### src/rcm_pkg.sv
// Package: shared types and constants of the reverse Cuthill-McKee orderer.
`timescale 1ns / 1ps
`default_nettype none
package rcm_pkg;
  localparam int unsigned MaxOrder = 16;
  localparam int unsigned EntryW  = 64;
  localparam int unsigned ThreshW = 63;
  localparam int unsigned OrderW  = 5;
  localparam int unsigned CfgW    = 63;
  localparam int unsigned IdxW    = 4;
  localparam logic [ThreshW-1:0] ThreshReset = 63'h3E112E0BE826D695;

  typedef enum logic [0:0] {
    CFG_ORDER  = 1'b0,
    CFG_THRESH = 1'b1
  } cfg_idx_e;

  typedef enum logic [2:0] {
    ST_LOAD,
    ST_DEG,
    ST_SEARCH,
    ST_POP,
    ST_SCAN,
    ST_EMIT
  } state_e;

  // one input request
  typedef struct packed {
    logic [EntryW-1:0] entry_bits;
  } entry_t;

  // one result request
  typedef struct packed {
    logic [IdxW-1:0] node_index;
    logic [IdxW-1:0] position;
    logic            last_of_run;
  } result_t;

  // controller -> datapath
  typedef struct packed {
    logic clear_walk;
    logic deg_step;
    logic search_step;
    logic start_walk;
    logic pop;
    logic scan_step;
    logic emit_step;
  } cmd_t;

  // datapath -> controller
  typedef struct packed {
    logic last_entry;
    logic deg_done;
    logic search_done;
    logic queue_empty;
    logic all_placed;
    logic scan_done;
    logic emit_last;
  } stat_t;
endpackage
`default_nettype wire

### src/rcm_datapath.sv
// Datapath: adjacency store, degrees, flags, walk queue and visit order.
`timescale 1ns / 1ps
`default_nettype none
module rcm_datapath (
  input  wire logic                         clk_i,
  input  wire logic                         rst_ni,
  input  wire logic                         cfg_we_i,
  input  wire logic                         cfg_idx_i,
  input  wire logic [rcm_pkg::CfgW-1:0]     cfg_data_i,
  input  wire logic                         in_fire_i,
  input  wire logic [rcm_pkg::EntryW-1:0]   entry_i,
  input  wire rcm_pkg::cmd_t                cmd_i,
  output rcm_pkg::stat_t                    stat_o,
  output logic [rcm_pkg::IdxW-1:0]          node_o,
  output logic [rcm_pkg::IdxW-1:0]          pos_o,
  output logic                              last_o
);
  localparam int unsigned MaxOrder = rcm_pkg::MaxOrder;
  localparam int unsigned NW = $clog2(MaxOrder);
  localparam int unsigned CW = $clog2(MaxOrder + 1);

  logic [CW-1:0]              order_q;
  logic [rcm_pkg::ThreshW-1:0] thresh_q;
  logic [NW-1:0]              row_q, col_q;
  logic [MaxOrder-1:0]        adj_q [MaxOrder];
  logic [CW-1:0]              deg_q [MaxOrder];
  logic [MaxOrder-1:0]        placed_q, visited_q;
  logic [NW-1:0]              queue_q [MaxOrder];
  logic [NW-1:0]              visit_q [MaxOrder];
  logic [CW-1:0]              head_q, tail_q, nplaced_q, emit_q;
  logic [NW-1:0]              idx_q;     // shared sweep index
  logic [NW-1:0]              best_q;
  logic [CW-1:0]              bestdeg_q;
  logic                       found_q;
  logic [NW-1:0]              cur_q;
  logic [MaxOrder-1:0]        row_r_q;   // row of the node being scanned

  logic [CW-1:0]        wr_order, last_idx, nm1;
  logic [MaxOrder-1:0]  colmask, cnt_row;
  logic [CW-1:0]        pop;
  logic                 edge_bit, sweep_end, cand_better;
  logic [CW-1:0]        emit_rev;

  always_comb begin
    logic [5:0] v;
    v = {1'b0, cfg_data_i[rcm_pkg::OrderW-1:0]};
    if (v == '0) wr_order = CW'(1);
    else if (v > 6'(MaxOrder)) wr_order = CW'(MaxOrder);
    else wr_order = CW'(v);
  end

  assign nm1 = order_q - CW'(1);
  assign last_idx = nm1;
  assign sweep_end = (CW'(idx_q) == last_idx);
  always_comb begin
    for (int i = 0; i < MaxOrder; i++) colmask[i] = (i < int'(order_q));
  end
  assign cnt_row = adj_q[idx_q] & colmask;
  always_comb begin
    pop = '0;
    for (int i = 0; i < MaxOrder; i++) pop = pop + CW'(cnt_row[i]);
  end
  assign edge_bit = entry_i[rcm_pkg::EntryW-2:0] > thresh_q;
  assign cand_better = !placed_q[idx_q] && (!found_q || deg_q[idx_q] < bestdeg_q);

  assign stat_o.last_entry  = (CW'(row_q) == last_idx) && (CW'(col_q) == last_idx);
  assign stat_o.deg_done    = sweep_end;
  assign stat_o.search_done = sweep_end;
  assign stat_o.queue_empty = (head_q == tail_q);
  assign stat_o.all_placed  = (nplaced_q == order_q);
  assign stat_o.scan_done   = sweep_end;
  assign stat_o.emit_last   = (emit_q == nm1);

  assign emit_rev = nm1 - emit_q;
  assign node_o = visit_q[emit_rev[NW-1:0]];
  assign pos_o  = emit_q[NW-1:0];
  assign last_o = stat_o.emit_last;

  // control registers
  always_ff @(posedge clk_i or negedge rst_ni) begin
    if (!rst_ni) begin
      order_q   <= CW'(MaxOrder);
      thresh_q  <= rcm_pkg::ThreshReset;
      row_q     <= '0;
      col_q     <= '0;
      placed_q  <= '0;
      visited_q <= '0;
      head_q    <= '0;
      tail_q    <= '0;
      nplaced_q <= '0;
      emit_q    <= '0;
      idx_q     <= '0;
      found_q   <= 1'b0;
    end else begin
      if (cfg_we_i && cfg_idx_i == rcm_pkg::CFG_ORDER) begin
        order_q <= wr_order;
        row_q   <= '0;
        col_q   <= '0;
      end
      if (cfg_we_i && cfg_idx_i == rcm_pkg::CFG_THRESH) thresh_q <= cfg_data_i;
      if (in_fire_i) begin
        if (CW'(col_q) == last_idx) begin
          col_q <= '0;
          row_q <= (CW'(row_q) == last_idx) ? '0 : row_q + NW'(1);
        end else begin
          col_q <= col_q + NW'(1);
        end
      end
      if (cmd_i.clear_walk) begin
        placed_q <= '0; visited_q <= '0; head_q <= '0; tail_q <= '0;
        nplaced_q <= '0; emit_q <= '0; idx_q <= '0; found_q <= 1'b0;
      end
      if (cmd_i.deg_step || cmd_i.search_step || cmd_i.scan_step)
        idx_q <= sweep_end ? '0 : idx_q + NW'(1);
      if (cmd_i.search_step) begin
        found_q <= sweep_end ? 1'b0 : (found_q || !placed_q[idx_q]);
      end
      if (cmd_i.start_walk) begin
        visited_q[cand_better ? idx_q : best_q] <= 1'b1;
        tail_q <= tail_q + CW'(1);
      end
      if (cmd_i.pop) begin
        head_q <= head_q + CW'(1);
        nplaced_q <= nplaced_q + CW'(1);
        placed_q[queue_q[head_q[NW-1:0]]] <= 1'b1;
      end
      if (cmd_i.scan_step && row_r_q[idx_q] && !visited_q[idx_q] && tail_q < order_q) begin
        visited_q[idx_q] <= 1'b1;
        tail_q <= tail_q + CW'(1);
      end
      if (cmd_i.emit_step) emit_q <= stat_o.emit_last ? '0 : emit_q + CW'(1);
    end
  end

  // payload storage
  always_ff @(posedge clk_i) begin
    if (in_fire_i) adj_q[row_q][col_q] <= edge_bit;
    if (cmd_i.deg_step) deg_q[idx_q] <= pop;
    if (cmd_i.search_step && cand_better) begin
      best_q    <= idx_q;
      bestdeg_q <= deg_q[idx_q];
    end
    if (cmd_i.start_walk) queue_q[tail_q[NW-1:0]] <= cand_better ? idx_q : best_q;
    if (cmd_i.pop) begin
      cur_q   <= queue_q[head_q[NW-1:0]];
      row_r_q <= adj_q[queue_q[head_q[NW-1:0]]] & colmask;
      visit_q[nplaced_q[NW-1:0]] <= queue_q[head_q[NW-1:0]];
    end
    if (cmd_i.scan_step && row_r_q[idx_q] && !visited_q[idx_q] && tail_q < order_q)
      queue_q[tail_q[NW-1:0]] <= idx_q;
  end

  assert property (@(posedge clk_i) disable iff (!rst_ni) head_q <= tail_q)
    else $error("queue head passed tail");
  assert property (@(posedge clk_i) disable iff (!rst_ni) cmd_i.pop |=> visited_q[cur_q])
    else $error("popped node never marked visited");
  assert property (@(posedge clk_i) disable iff (!rst_ni) cmd_i.pop |-> nplaced_q < order_q)
    else $error("placed count beyond order");
endmodule
`default_nettype wire

### config.mk
export PLATFORM = sky130hd
export DESIGN_NAME = rcm_datapath
export DESIGN_NICKNAME = d
export VERILOG_FILES = /design/src/rcm_pkg.sv /design/src/rcm_datapath.sv
export SDC_FILE = /design/constraint.sdc
export NUM_CORES = 1
export LEC_CHECK = 0
export ABC_CLOCK_PERIOD_IN_PS = 31200
export BUFFER_PORTS_ARGS = -buffer_cell sky130_fd_sc_hd__buf_2
export CAP_MARGIN = 15
export CORE_UTILIZATION = 60
export DETAILED_ROUTE_END_ITERATION = 10
export PLACE_DENSITY_LB_ADDON = 0.2
export SETUP_SLACK_MARGIN = 0.05
export SYNTH_ARGS = -nofsm -noshare
export SYNTH_HDL_FRONTEND = slang
export SYNTH_SLANG_ARGS = --single-unit
### constraint.sdc
create_clock -name clk_i -period 31.2 [get_ports clk_i]
set_clock_uncertainty 0.2 [all_clocks]
set_input_delay 1.56 -clock clk_i [delete_from_list [all_inputs] [get_ports clk_i]]
set_output_delay 1.56 -clock clk_i [all_outputs]
set_load 0.005 [all_outputs]
==> parameters.txt <==
Parameter                              Value

STA
  Setup repair after global routing missed its margin    false
  Relative max-transition margin    17.93%
  Time the worst path needs with I/O delays and setup    7.710 ns
  Hold violation count in the final report    0
  Max Fclk    129.7 MHz
  Post-route clock period utilization    24.71%
  Final worst slack    23.49 ns
  Minimum hold slack    0.2812 ns
  Slew @ Worst Pin    1.228 ns
  Accumulated negative setup slack    0 ns
  Max-slew violation total from the final report    0
  Final setup violation count    0

Floorplan
  Die width    231.2 µm
  # IOs    155
  Initial core utilization    61.08%
  Die Area    53,460 µm²
  Number of placement rows    83
  Height of the die    231.2 µm
  Core area    51,610 µm²

Critical path
  Data required time at the worst endpoint    31.33 ns
  Family with the most delay on the worst path    adder cells
  Setup crit start kind    register
  Arrival time at the worst endpoint    7.84 ns
  Crit path cell chain    buf_4 > buf_4 > mux4_2 > mux4_2 > nor2b_1 > fa_1 > inv_1 > fa_1 > fa_1 > inv_1 > fa_1 > ha_1 > inv_1 > fa_1 > nor2b_1 > o21a_1
  Critical-path top delay cell    sky130_fd_sc_hd__dfrtp_4
  Element type at the critical path end    register
  Largest incremental delay on the critical path    0.94 ns
  Maximum fanout along the worst path    39
  Critical path buffers and inverters    5
  Most numerous cell on the critical path    sky130_fd_sc_hd__fa_1
  Classification of the worst setup path    register to register

Layout
  Synth-to-layout area growth    10.91%
  Final cell area excluding filler cells    34,960 µm²
  Register cell area after layout    18,060 µm²
  Share of post-route cells with drive strength above 1    22.89%
  Number of filler instances in the final layout    3,591
  Combined area of the multi-input logic cells    12,330 µm²
  Net count of the finished layout    2,756

Synth
  List of most frequent post-synthesis cells    489 x sky130_fd_sc_hd__edfxtp_1, 339 x sky130_fd_sc_hd__nor2_1, 176 x sky130_fd_sc_hd__nand2_1
  Cell accounting for the most synthesized area    sky130_fd_sc_hd__edfxtp_1
  Sequential element share of the synthesized area    57.26%
  Count of flip-flops with a built-in enable after synthesis    489
  Yosys Warn Count    0
  Post-synth top area share    46.58%
  Most common cell in the synthesized netlist    sky130_fd_sc_hd__edfxtp_1
  Most used flip-flop cell after synthesis    sky130_fd_sc_hd__edfxtp_1
  Area contributors post-synth    sky130_fd_sc_hd__edfxtp_1 47%, sky130_fd_sc_hd__mux4_2 10%, sky130_fd_sc_hd__dfrtp_1 8.1%
  Average cell area after synthesis    13.17 µm²
  Total nets after synthesis    2,647
  Combined area of all synthesized cells    31,530 µm²
  Number of synthesized register bits    622
  Share of synthesized registers carrying an async set or reset    21.38%
  Gate count of the mapped netlist    2,394
  Distinct cell type count after synthesis    86

Placement
  Buffers added on ports    153
  Setup Slack @ Placement    22.98 ns
  Estimated wirelength of the detail-placed design    54,170 µm
  Area post-placement    32,790 µm²
  Weighted congestion reported at the end of routability-driven placement    0.9398

Power
  Power share of the clock group    20.1%
  PwrDens    109.6 nW/µm²
  Maximum vdd drop    0.0001342 V
  Share of total power consumed by net switching    38.16%
  Cell-internal power    0.002370 W
  Total leakage power    12.83 nW
  Combinational Power Share    42.2%
  Sw power    0.001463 W
  Overall Power    0.003833 W
  Flop pwr share    37.7%

GRT
  Largest net degree at the start of global routing    257
  Via count of the first global-routing pass    21,580
  GRT Util Overall    32.08%
  Initial antenna violation count    3
  First-pass GRT wire length    127,600 µm
  Total congestion overflow    0

Route
  Number of DRC markers after the initial detailed-route iteration    2,936
  Routed via count divided by cell count    6.634
  Antenna Nets Post-Route    0
  Met3 wire length    9185 µm
  Via count    21,480
  DRC violations left    0
  Amount of wire on met2 after detailed routing    40,170 µm
  Drt wl/cell    25.89 µm
  Routed length on met1    31,010 µm
  Total detailed-routing wirelength    83,820 µm
  Number of detailed-routing iterations run before antenna repair    7
  Uppermost layer routed    met5

Clock network
  H-tree depth    3
  Post-cts repair resize count    0
  TritonCTS clock tree    done
  Clock input transition at the sequential cells of the worst setup and hold paths    0.06 ns
  Clock latency of the later-clocked register in the worst-skew pair    0.61 ns
  Buffers from clock root to sink, at most    3
  Buffers inserted by post-CTS timing repair    0
  Root buffer cell    sky130_fd_sc_hd__clkbuf_16
  Number of hold buffers added after cts    0
  Clock sink count    622
  Number of buffers added by the clock tree synthesis step    67

Hold path
  Worst min-delay path category    register to register

Job
  Maxcap violations    0

Run status
  Result of the run    complete, no violations
## power by group through the flow
stage | Combinational [W] | Clock (W) | Sequential (W)
final | 0.00162 | 0.000772 | 0.00144
after global routing | 0.00173 | 0.000808 | 0.00145
after CTS | 0.00156 | 0.000778 | 0.00145
after detailed placement | 0.00154 | 0 | 0.00146
after global placement | 0.00149 | 0 | 0.00145
after floorplan | 0.00109 | 0 | 0.00141
## routing by layer
layer	up-vias	GRT usage, %
li1	9210	-
met1	10710	42.00
met2	1325	51.38
met3	238	7.160
met4	2	14.67
met5	-	0
## flip-flops by register name, summed over array words and instances, names as in the netlist, 5 cells and up
name       flops
bestdeg_q      5
head_q         5
tail_q         5
queue_q       64
nplaced_q      5
adj_q        256
deg_q         80
row_r_q       16
visited_q     16
order_q        5
visit_q       64
thresh_q      63
emit_q         5
placed_q      16
## layout by cell type (no fill, tap or decap), types with 70 or more instances in the layout
cell                        synthesis  routed
sky130_fd_sc_hd__buf_2             33     152
sky130_fd_sc_hd__clkbuf_16          0      72
sky130_fd_sc_hd__edfxtp_1         489     489
sky130_fd_sc_hd__inv_1            122     122
sky130_fd_sc_hd__mux4_2           140     140
sky130_fd_sc_hd__nand2_1          176     175
sky130_fd_sc_hd__mux2_2            84      84
sky130_fd_sc_hd__nor2_1           339     339
sky130_fd_sc_hd__ha_1             103     103
sky130_fd_sc_hd__dfrtp_1          102      98
sky130_fd_sc_hd__nand3_1           70      70
## layout make-up
cell class / count / share of cell area, %
antenna: 2 / 0.01431
clock buffer: 89 / 5.450
clock inverter: 33 / 0.6405
inverter: 128 / 1.381
multi-input combinational: 1491 / 35.27
sequential: 622 / 51.66
tap: 680 / 2.433
timing repair buffer: 193 / 3.160
## stage by stage
stage / util, % / instances
6_report: 67.74 / 3238
4_1_cts: 67.65 / 3233
5_1_grt: 67.74 / 3238
2_1_floorplan: - / 2394
3_3_place_gp: 63.53 / 3111
3_5_place_dp: 63.53 / 3111
## cell families (layout without fill, tap and decap cells)
| kind of cell | count (synthesis) | after routing | synth area share [%] |
|---|---|---|---|
| xor+xnor | 34 | 34 | 1.119 |
| compound gates | 313 | 313 | 7.394 |
| other cells | 0 | 2 | 0 |
| fa+ha+maj | 114 | 114 | 4.786 |
| flops | 622 | 622 | 57.26 |
| mux | 281 | 281 | 14.98 |
| simple gates | 749 | 749 | 10.69 |
| buf+inv | 281 | 443 | 3.774 |
## worst reg2reg max path: stages, from the launching register on
cell and delay, ns:
sky130_fd_sc_hd__dfrtp_4 0.94, sky130_fd_sc_hd__buf_4 0.80, sky130_fd_sc_hd__buf_4 0.68, sky130_fd_sc_hd__mux4_2 0.62, sky130_fd_sc_hd__mux4_2 0.47, sky130_fd_sc_hd__nor2b_1 0.18, sky130_fd_sc_hd__fa_1 0.56, sky130_fd_sc_hd__inv_1 0.05
sky130_fd_sc_hd__fa_1 0.46, sky130_fd_sc_hd__fa_1 0.55, sky130_fd_sc_hd__inv_1 0.06, sky130_fd_sc_hd__fa_1 0.54, sky130_fd_sc_hd__ha_1 0.18, sky130_fd_sc_hd__inv_1 0.07, sky130_fd_sc_hd__fa_1 0.42, sky130_fd_sc_hd__nor2b_1 0.18
sky130_fd_sc_hd__o21a_1 0.48
## worst paths after layout
check / from / endpoint / slack, ns / cells after the start
max reg2reg: idx_q[0]$_DFFE_PN0P_ / deg_q[3][4]$_DFFE_PP_ / 23.49 / 16
min: placed_q[8]$_DFF_PN0_ / placed_q[8]$_DFF_PN0_ / 0.28 / 1
max in group asynchronous: rst_ni / idx_q[1]$_DFFE_PN0P_ / 28.60 / 2
max: idx_q[0]$_DFFE_PN0P_ / deg_q[3][4]$_DFFE_PP_ / 23.49 / 16
min in group asynchronous: rst_ni / thresh_q[47]$_DFFE_PN0P_ / 0.78 / 1
min reg2reg: placed_q[8]$_DFF_PN0_ / placed_q[8]$_DFF_PN0_ / 0.28 / 1
(Power assumes the default switching activity.)
