### config.mk
export PLATFORM = sky130hd
export DESIGN_NAME = rcm_ctrl
export DESIGN_NICKNAME = d
export VERILOG_FILES = /design/src/rcm_pkg.sv /design/src/rcm_ctrl.sv
export SDC_FILE = /design/constraint.sdc
export NUM_CORES = 1
export LEC_CHECK = 0
export BUFFER_PORTS_ARGS = -buffer_cell sky130_fd_sc_hd__buf_2
export CAP_MARGIN = 20
export CORE_AREA = 2 2 39 41
export CTS_CLUSTER_SIZE = 40
export DETAILED_ROUTE_END_ITERATION = 10
export DIE_AREA = 0 0 41 43
export HOLD_SLACK_MARGIN = 0.15
export PLACE_DENSITY = 0.45
export SYNTH_ARGS = -nofsm -noshare
export SYNTH_HDL_FRONTEND = slang
export SYNTH_SLANG_ARGS = --single-unit
### constraint.sdc
create_clock -name clk_i -period 2.9 [get_ports clk_i]
set_input_delay 0.145 -clock clk_i [delete_from_list [all_inputs] [get_ports clk_i]]
set_output_delay 0.145 -clock clk_i [all_outputs]
set_load 0.005 [all_outputs]
### src/rcm_pkg.sv
// Package: shared types and constants of the reverse Cuthill-McKee orderer.
`timescale 1ns / 1ps
`default_nettype none
package rcm_pkg;
  localparam int unsigned MaxOrder = 16;
  localparam int unsigned EntryW  = 64;
  localparam int unsigned ThreshW = 63;
  localparam int unsigned OrderW  = 5;
  localparam int unsigned CfgW    = 63;
  localparam int unsigned IdxW    = 4;
  localparam logic [ThreshW-1:0] ThreshReset = 63'h3E112E0BE826D695;

  typedef enum logic [0:0] {
    CFG_ORDER  = 1'b0,
    CFG_THRESH = 1'b1
  } cfg_idx_e;

  typedef enum logic [2:0] {
    ST_LOAD,
    ST_DEG,
    ST_SEARCH,
    ST_POP,
    ST_SCAN,
    ST_EMIT
  } state_e;

  // one input request
  typedef struct packed {
    logic [EntryW-1:0] entry_bits;
  } entry_t;

  // one result request
  typedef struct packed {
    logic [IdxW-1:0] node_index;
    logic [IdxW-1:0] position;
    logic            last_of_run;
  } result_t;

  // controller -> datapath
  typedef struct packed {
    logic clear_walk;
    logic deg_step;
    logic search_step;
    logic start_walk;
    logic pop;
    logic scan_step;
    logic emit_step;
  } cmd_t;

  // datapath -> controller
  typedef struct packed {
    logic last_entry;
    logic deg_done;
    logic search_done;
    logic queue_empty;
    logic all_placed;
    logic scan_done;
    logic emit_last;
  } stat_t;
endpackage
`default_nettype wire

### src/rcm_ctrl.sv
// Controller: state machine sequencing load, degree count, walk and emit.
`timescale 1ns / 1ps
`default_nettype none
module rcm_ctrl (
  input  wire logic          clk_i,
  input  wire logic          rst_ni,
  input  wire logic          in_valid_i,
  output logic               in_ready_o,
  output logic               out_valid_o,
  input  wire logic          out_ready_i,
  input  wire rcm_pkg::stat_t stat_i,
  output rcm_pkg::cmd_t      cmd_o
);
  rcm_pkg::state_e state_q, state_d;

  always_ff @(posedge clk_i or negedge rst_ni) begin
    if (!rst_ni) begin
      state_q <= rcm_pkg::ST_LOAD;
    end else begin
      state_q <= state_d;
    end
  end

  always_comb begin
    state_d     = state_q;
    cmd_o       = '0;
    in_ready_o  = 1'b0;
    out_valid_o = 1'b0;
    case (state_q)
      rcm_pkg::ST_LOAD: begin
        in_ready_o = 1'b1;
        if (in_valid_i && stat_i.last_entry) begin
          cmd_o.clear_walk = 1'b1;
          state_d = rcm_pkg::ST_DEG;
        end
      end
      rcm_pkg::ST_DEG: begin
        cmd_o.deg_step = 1'b1;
        if (stat_i.deg_done) state_d = rcm_pkg::ST_SEARCH;
      end
      rcm_pkg::ST_SEARCH: begin
        if (stat_i.all_placed) begin
          state_d = rcm_pkg::ST_EMIT;
        end else begin
          cmd_o.search_step = 1'b1;
          if (stat_i.search_done) begin
            cmd_o.start_walk = 1'b1;
            state_d = rcm_pkg::ST_POP;
          end
        end
      end
      rcm_pkg::ST_POP: begin
        if (stat_i.all_placed) begin
          state_d = rcm_pkg::ST_EMIT;
        end else if (stat_i.queue_empty) begin
          state_d = rcm_pkg::ST_SEARCH;
        end else begin
          cmd_o.pop = 1'b1;
          state_d = rcm_pkg::ST_SCAN;
        end
      end
      rcm_pkg::ST_SCAN: begin
        cmd_o.scan_step = 1'b1;
        if (stat_i.scan_done) state_d = rcm_pkg::ST_POP;
      end
      rcm_pkg::ST_EMIT: begin
        out_valid_o = 1'b1;
        if (out_ready_i) begin
          cmd_o.emit_step = 1'b1;
          if (stat_i.emit_last) state_d = rcm_pkg::ST_LOAD;
        end
      end
      default: state_d = rcm_pkg::ST_LOAD;
    endcase
  end

  // A result is offered only in the emit phase, and input only in load.
  assert property (@(posedge clk_i) disable iff (!rst_ni) !(in_ready_o && out_valid_o))
    else $error("input and output phases overlap");
  assert property (@(posedge clk_i) disable iff (!rst_ni)
    (out_valid_o && out_ready_i && stat_i.emit_last) |=> in_ready_o)
    else $error("no return to load after last result");
  assert property (@(posedge clk_i) disable iff (!rst_ni)
    (state_q == rcm_pkg::ST_SCAN && !stat_i.scan_done) |=> state_q == rcm_pkg::ST_SCAN)
    else $error("scan left early");
endmodule
`default_nettype wire

==> flow_summary.json, run 1 <==
{
  "ioPinCount": 20,
  "cts_resized": 0,
  "synth.most_common_cell": "nand2_1",
  "synth_commonest_cells": "nand2_1, dfrtp_1",
  "drt_wl_total_um": 701,
  "postCtsSetupBuffers": 0,
  "hp-class": "in2async",
  "ant_nets": 0,
  "power_switching_uw": 147.7,
  "worstMarginPinSlew_ps": 417.6,
  "clock_sinks": 3,
  "rsz0062_at_grt": "false",
  "placed_area_um2": 394.1,
  "min_period_over_period": 0.4950,
  "grt_max_degree": 17,
  "yosys-top-cells-area": "dfrtp_1, nand2_1, nand2b_2, nor2b_4, and2_1",
  "worstSetupStartpoint": "state_q[0]",
  "n_antenna_cell": 0,
  "required_ps": 2760,
  "grt_util_all_layers": 0.09274,
  "clk_pin_slew_ps": 40,
  "p_sw_frac": 0.4071,
  "final_hold_viol_count": 0,
  "wl_per_cell_um": 9.347,
  "final_nets": 71,
  "crit_path_end_kind": "output pin",
  "cellLeakagePower_nw": 0.2419,
  "worst_r2r_path_depth": 4,
  "grt_pass1_wl_um": 1159,
  "p_comb_frac": 0.498,
  "largest_register_ffs": 3,
  "fillers": 164,
  "dieHeight_um": 43,
  "tritoncts": "done",
  "async_flop_share": 1.000,
  "synth-seq-cells": 3,
  "gp_congestion": 0.6691,
  "max-vdd-ir-drop_v": 0.0005071,
  "overflow": 0,
  "critPathKind": "reg2out",
  "yosys.cell_types.count": 23,
  "clk_latency_ps": 230,
  "power_uw": 362.8,
  "initial_core_util": 0.2134,
  "place_hpwl_um": 540.7,
  "yosysWarnings": 0,
  "multi_input_area_um2": 200.2,
  "reg_top3": "state_q x3",
  "grt_pass1_vias": 291,
  "p_per_area_mw_per_mm2": 842.9,
  "antenna_found_initial": 0,
  "ctsHoldBuffers": 1,
  "synth_largest_area_cell": "dfrtp_1",
  "max_freq_mhz": 696.6,
  "core-area_mm2": 0.001384,
  "r2r-end": "state_q[1]",
  "regToRegSetupSlack_ps": 1620,
  "final-setup-viol-count": 0,
  "skew_ps": 2.913,
  "die_x_um": 41,
  "vias_per_cell": 4.467,
  "run_status": "finished clean",
  "ys.flop_type": "dfrtp_1",
  "synth-edff-count": 0,
  "route.detailed.drc": 0,
  "p_seq_frac": 0.310,
  "first_pass_iters": 2,
  "worstSetupStartpointType": "flip-flop",
  "clock_path_buffers": 2,
  "hold_ws_ps": 246.2,
  "maxSlewHeadroom": 0.7216,
  "cts_htree_levels": 1,
  "synth-seq-area-share": 0.2542,
  "yosysTopAreaCellShare": 0.2542,
  "largest-register": "state_q",
  "dieArea_mm2": 0.001763,
  "p_int_uw": 215.1,
  "clock_power_share": 0.192,
  "syn_inst": 37,
  "fin_tns_setup_ps": 0,
  "fin_area_um2": 430.4,
  "drv_cap": 0,
  "syn_nets": 48,
  "cts_root_buffer": "clkbuf_4",
  "num_rows": 14,
  "seqCellArea_um2": 75.07,
  "port-buffer-count": 19,
  "avgSynthCellArea_um2": 7.981,
  "syn_area_um2": 295.3,
  "drv_slew": 0,
  "fin_crit_ps": 1436,
  "drt_iter0_markers": 5,
  "area_delta_synth_final_pct": 45.76,
  "numCtsBuffers": 3,
  "path_max_fanout": 9,
  "cp.arrival_ps": 1290,
  "timing.rr.start": "state_q[1]",
  "final_layout_size_suffix_gt1_frac": 0.4746,
  "via_count": 335
}
==> power by group through the flow <==
stage / Combinational (mW) / Clock, mW / Sequential (mW)
2_1_floorplan: 0.171 / 0 / 0.0788
3_3_place_gp: 0.186 / 0 / 0.113
3_5_place_dp: 0.182 / 0 / 0.112
4_1_cts: 0.184 / 0.0739 / 0.110
5_1_grt: 0.215 / 0.0772 / 0.117
6_report: 0.181 / 0.0697 / 0.112
==> cell type report <==
| type | instances | share of cell area |
|---|---|---|
| Clock buffer | 4 | 0.06105 |
| Sequential cell | 3 | 0.1744 |
| Multi-Input combinational cell | 31 | 0.4651 |
| Tap cell | 16 | 0.04651 |
| Inverter | 1 | 0.008721 |
| Timing Repair Buffer | 20 | 0.2442 |
==> cells by family after synthesis <==
| kind of cell | synth area share |
|---|---|
| buffers and inverters | 0.06777 |
| AND/OR/NAND/NOR | 0.4661 |
| AO/OA/AOI/OAI | 0.2119 |
| flip-flops | 0.2542 |
==> worst max-delay path, cell delays in order (launching register included) <==
cell	delay, ps
dfrtp_1	520
nor2b_1	210
nor3b_1	190
buf_2	140
==> worst max-delay path by stage <==
stage,cells past startpoint,to
2_1_floorplan,3,cmd_o[3]
3_3_place_gp,4,state_q[1]
3_5_place_dp,4,state_q[1]
4_1_cts,3,cmd_o[6]
5_1_grt,3,cmd_o[6]
6_report,3,cmd_o[2]
==> layer usage <==
| metal | GRT usage | up-vias | routed length [um] |
|---|---|---|---|
| met5 | 0 | - | 0 |
| met1 | 0.1401 | 153 | 343 |
| met4 | 0.04000 | 0 | 0 |
| met2 | 0.1250 | 9 | 315 |
| met3 | 0.01571 | 0 | 42 |
| li1 | - | 173 | - |
==> cells in the final DEF (no fill, tap or decap), types with 3 or more instances in the layout <==
master	netlist	final
buf_2	1	19
clkbuf_4	0	3
dfrtp_1	3	3
nand2_1	5	5
==> metrics by stage <==
stage	instances	util	setup slack, ps
after floorplan	37	-	1750
after global placement	70	0.2848	1631
after detailed placement	70	0.2848	1640
after CTS	75	0.3110	1456
after global routing	75	0.3110	1315
final	75	0.3110	1464
(Power assumes the default switching activity.)
==> inputs of run 2 (changes only) <==
clock period = 1.45 ns   (was 2.9 ns; I/O delays follow)
==> flow_summary.json, run 2 (synthesis gave the netlist of run 1 again) <==
{
  "run_status": "finished clean",
  "largest-register": "state_q",
  "core-area_mm2": 0.001384,
  "tritoncts": "done",
  "fin_area_um2": 439.2,
  "place_hpwl_um": 533.5,
  "dieHeight_um": 43,
  "fin_crit_ps": 1292,
  "ant_nets": 0,
  "largest_register_ffs": 3,
  "max_stage_delay_ps": 470,
  "p_comb_frac": 0.489,
  "stdcell_count": 75,
  "port-buffer-count": 19,
  "drt_wl_total_um": 692,
  "placed_area_um2": 394.1,
  "fin_tns_setup_ps": 0,
  "grt_pass1_wl_um": 1048,
  "final_nets": 71,
  "clock_power_share": 0.194,
  "min_period_over_period": 0.8911,
  "max-vdd-ir-drop_v": 0.001161,
  "cts_root_buffer": "clkbuf_4",
  "crit_chain": "and2b_2 > and3_1 > buf_2",
  "cts_htree_levels": 1,
  "vias_per_cell": 4.293,
  "drt_iter0_markers": 4,
  "critPathKind": "reg2out",
  "required_ps": 1380,
  "wl_per_cell_um": 9.227,
  "antenna_found_initial": 0,
  "maxSlewHeadroom": 0.8270,
  "final_cell_mix": "buf_2, nand2_1, clkbuf_4, dfrtp_2",
  "cellLeakagePower_nw": 0.2394,
  "dp_cells": 70,
  "area_delta_synth_final_pct": 48.73,
  "power_switching_uw": 303.4,
  "worstSetupStartpointType": "flip-flop",
  "path_max_fanout": 9,
  "power_uw": 746.5,
  "rsz0062_at_grt": "false",
  "hp-class": "in2async",
  "clock_sinks": 3,
  "p_seq_frac": 0.317,
  "worstMarginPinSlew_ps": 256.2,
  "crit_path_end_kind": "output pin",
  "gp_congestion": 0.6834,
  "fillers": 166,
  "final-setup-viol-count": 0,
  "numCtsBuffers": 3,
  "multi_input_area_um2": 205.2,
  "grt_pass1_vias": 256,
  "grt_util_all_layers": 0.08761,
  "seqCellArea_um2": 78.83,
  "p_sw_frac": 0.4065,
  "clk_latency_ps": 230,
  "n_antenna_cell": 0,
  "grt_max_degree": 17,
  "p_int_uw": 443.0,
  "cp.arrival_ps": 1220,
  "num_rows": 14,
  "p_per_area_mw_per_mm2": 1700,
  "ioPinCount": 20,
  "initial_core_util": 0.2134,
  "postCtsSetupBuffers": 0,
  "die_x_um": 41,
  "final_layout_size_suffix_gt1_frac": 0.5424,
  "skew_ps": 3.892,
  "via_count": 322,
  "crit_path_top_delay_cell": "dfrtp_2",
  "clk_pin_slew_ps": 40,
  "reg_top3": "state_q x3",
  "max_freq_mhz": 773.9,
  "route.detailed.drc": 0,
  "clock_path_buffers": 2,
  "drv_slew": 0,
  "hold_ws_ps": 166.3,
  "layout.cells.most_common": "buf_2",
  "drv_cap": 0,
  "first_pass_iters": 4,
  "dieArea_mm2": 0.001763,
  "final_hold_viol_count": 0,
  "overflow": 0
}
-- run 2: final cells by class --
type	instances	share of cell area
clock buffer	4	0.05983
inverter	1	0.008547
sequential	3	0.1795
multi-input combinational	31	0.4672
tap	16	0.04558
timing repair buffer	20	0.2393
-- run 2: critical path: cells and delay by family (launching register included) --
family        cells  cell delay, ps
flops             1             470
simple gates      2             410
buf+inv           1             120
-- run 2: final timing paths --
kind / from / slack, ps / cells after the start / to
max: state_q[0] / 160 / 3 / cmd_o[0]
min: rst_ni / 170 / 2 / state_q[2]
max reg2reg: state_q[1] / 240 / 4 / state_q[1]
min reg2reg: state_q[2] / 690 / 1 / state_q[2]
max in group asynchronous: rst_ni / 1160 / 2 / state_q[1]
min in group clk_i: stat_i[4] / 190 / 3 / state_q[0]
-- run 2: through the flow --
stage | utilization | worst slack, ps
global route | 0.3174 | 52.04
global placement | 0.2848 | 164.4
finish | 0.3174 | 157.9
detailed placement | 0.2848 | 186.9
floorplan | - | 308.7
CTS | 0.3110 | 75.63
-- run 2: what timing repair did --
item / 4_1_cts / 5_1_grt
endpoints found under the hold margin: 3 / 0
hold buffers: 1 / 0
resized for setup: 0 / 4
setup endpoints to repair: 0 / 3
-- run 2: power groups by stage --
stage          registers, mW  logic (mW)  clock network (mW)
2_1_floorplan          0.158       0.341                   0
3_3_place_gp           0.224       0.370                   0
3_5_place_dp           0.222       0.365                   0
4_1_cts                0.221       0.368               0.152
5_1_grt                0.251       0.416               0.159
6_report               0.237       0.365               0.145
-- run 2: routing by layer --
layer,vias up,GRT usage,part of all wire
met5,-,0,0
met3,0,0.06283,0.092
met1,136,0.1234,0.46
met2,11,0.1156,0.45
met4,0,0,0
li1,175,-,-
==> inputs of run 3 (changes only) <==
clock period = 1.3 ns   (was 1.45 ns; I/O delays follow)
==> flow_summary.json, run 3 (synthesis gave the netlist of run 1 again) <==
{
  "min_period_over_period": 0.9636,
  "power_uw": 986.5,
  "largest-register": "state_q",
  "dieHeight_um": 43,
  "via_count": 361,
  "core-area_mm2": 0.001384,
  "drv_cap": 0,
  "tritoncts": "done",
  "drv_slew": 0,
  "required_ps": 1240,
  "grt_pass1_wl_um": 1304,
  "antenna_found_initial": 0,
  "numCtsBuffers": 3,
  "dieArea_mm2": 0.001763,
  "overflow": 0,
  "final-setup-viol-count": 0,
  "route.detailed.drc": 0,
  "port-buffer-count": 19,
  "layout_setup_ws_ps": 47.29,
  "drt_wl_total_um": 862,
  "drt_iter0_markers": 2,
  "hp-class": "in2reg",
  "final_hold_viol_count": 0,
  "hold_ws_ps": 177.3,
  "worstSetupStartpointType": "flip-flop",
  "clock_sinks": 3,
  "final_layout_size_suffix_gt1_frac": 0.6000,
  "gp_congestion": 0.7542,
  "cts_htree_levels": 1,
  "maxSlewHeadroom": 0.8080,
  "crit_path_end_kind": "output pin",
  "largest_register_ffs": 3,
  "layout.cells.most_common": "buf_2",
  "clock_path_buffers": 2,
  "cp.arrival_ps": 1190,
  "reg_top3": "state_q x3",
  "cellLeakagePower_nw": 0.2727,
  "grt_pass1_vias": 331,
  "final_nets": 77,
  "dp_cells": 72,
  "grt_util_all_layers": 0.1075,
  "num_rows": 14,
  "cts_root_buffer": "clkbuf_4",
  "final_util": 0.3716,
  "fin_tns_setup_ps": 0,
  "stdcell_count": 81,
  "die_x_um": 41,
  "placed_area_um2": 409.1,
  "initial_core_util": 0.2134,
  "wl_per_cell_um": 10.64,
  "area_delta_synth_final_pct": 74.15,
  "first_pass_iters": 2,
  "grt_max_degree": 14,
  "critPathKind": "reg2out",
  "n_antenna_cell": 0,
  "vias_per_cell": 4.457,
  "fin_crit_ps": 1253,
  "fin_area_um2": 514.2,
  "max-vdd-ir-drop_v": 0.0009654,
  "ant_nets": 0,
  "skew_ps": 0.6684,
  "pre_cts_ws_ps": 88.61,
  "path_max_fanout": 6,
  "place_hpwl_um": 619,
  "ioPinCount": 20,
  "max_freq_mhz": 798.3,
  "p_per_area_mw_per_mm2": 1918,
  "clk_pin_slew_ps": 40,
  "rsz0062_at_grt": "true",
  "worstMarginPinSlew_ps": 284.2,
  "fillers": 157,
  "run_status": "finished clean",
  "final_cell_mix": "buf_2, nand2_1, clkbuf_4, buf_4",
  "clk_latency_ps": 230
}
-- run 3: area by class of cell --
type,instances,area [um2],share of cell area
inverter,1,3.754,0.007299
sequential,3,77.57,0.1509
timing repair buffer,26,160.2,0.3114
clock buffer,4,26.28,0.05109
tap,16,20.02,0.03893
multi-input combinational,31,226.5,0.4404
-- run 3: per-layer routing --
layer  share of wire  GRT usage
met3           0.041    0.01571
met5               0          0
met4               0    0.06000
met2            0.55     0.1844
met1            0.41     0.1161
-- run 3: critical path, stage by stage, from the launching register on --
cell and delay, ps:
dfrtp_2 450, and2b_2 240, and3_4 170, buf_6 110
-- run 3: path summary, 6_finish.rpt --
check	start	endpoint	slack, ps	cells past startpoint
min reg2reg	state_q[1]	state_q[0]	690	2
max in group asynchronous	rst_ni	state_q[0]	440	3
min in group asynchronous	rst_ni	state_q[1]	700	3
max reg2reg	state_q[0]	state_q[0]	80	3
max	state_q[0]	cmd_o[0]	50	3
min	stat_i[5]	state_q[0]	180	4
-- run 3: timing repair --
action                     4_1_cts  5_1_grt
hold buffers                     2        0
resized for setup                5        7
hold endpoints to repair         3        0
buffers inserted                 1        2
pin swaps                        0        3
setup endpoints to repair        6        5
-- run 3: report_power, final --
part	internal, mW	total, mW	leakage [nW]	switching [mW]
clock network	0.115	0.160	0.0150	0.0449
registers	0.142	0.224	0.0351	0.0826
logic	0.328	0.602	0.223	0.275
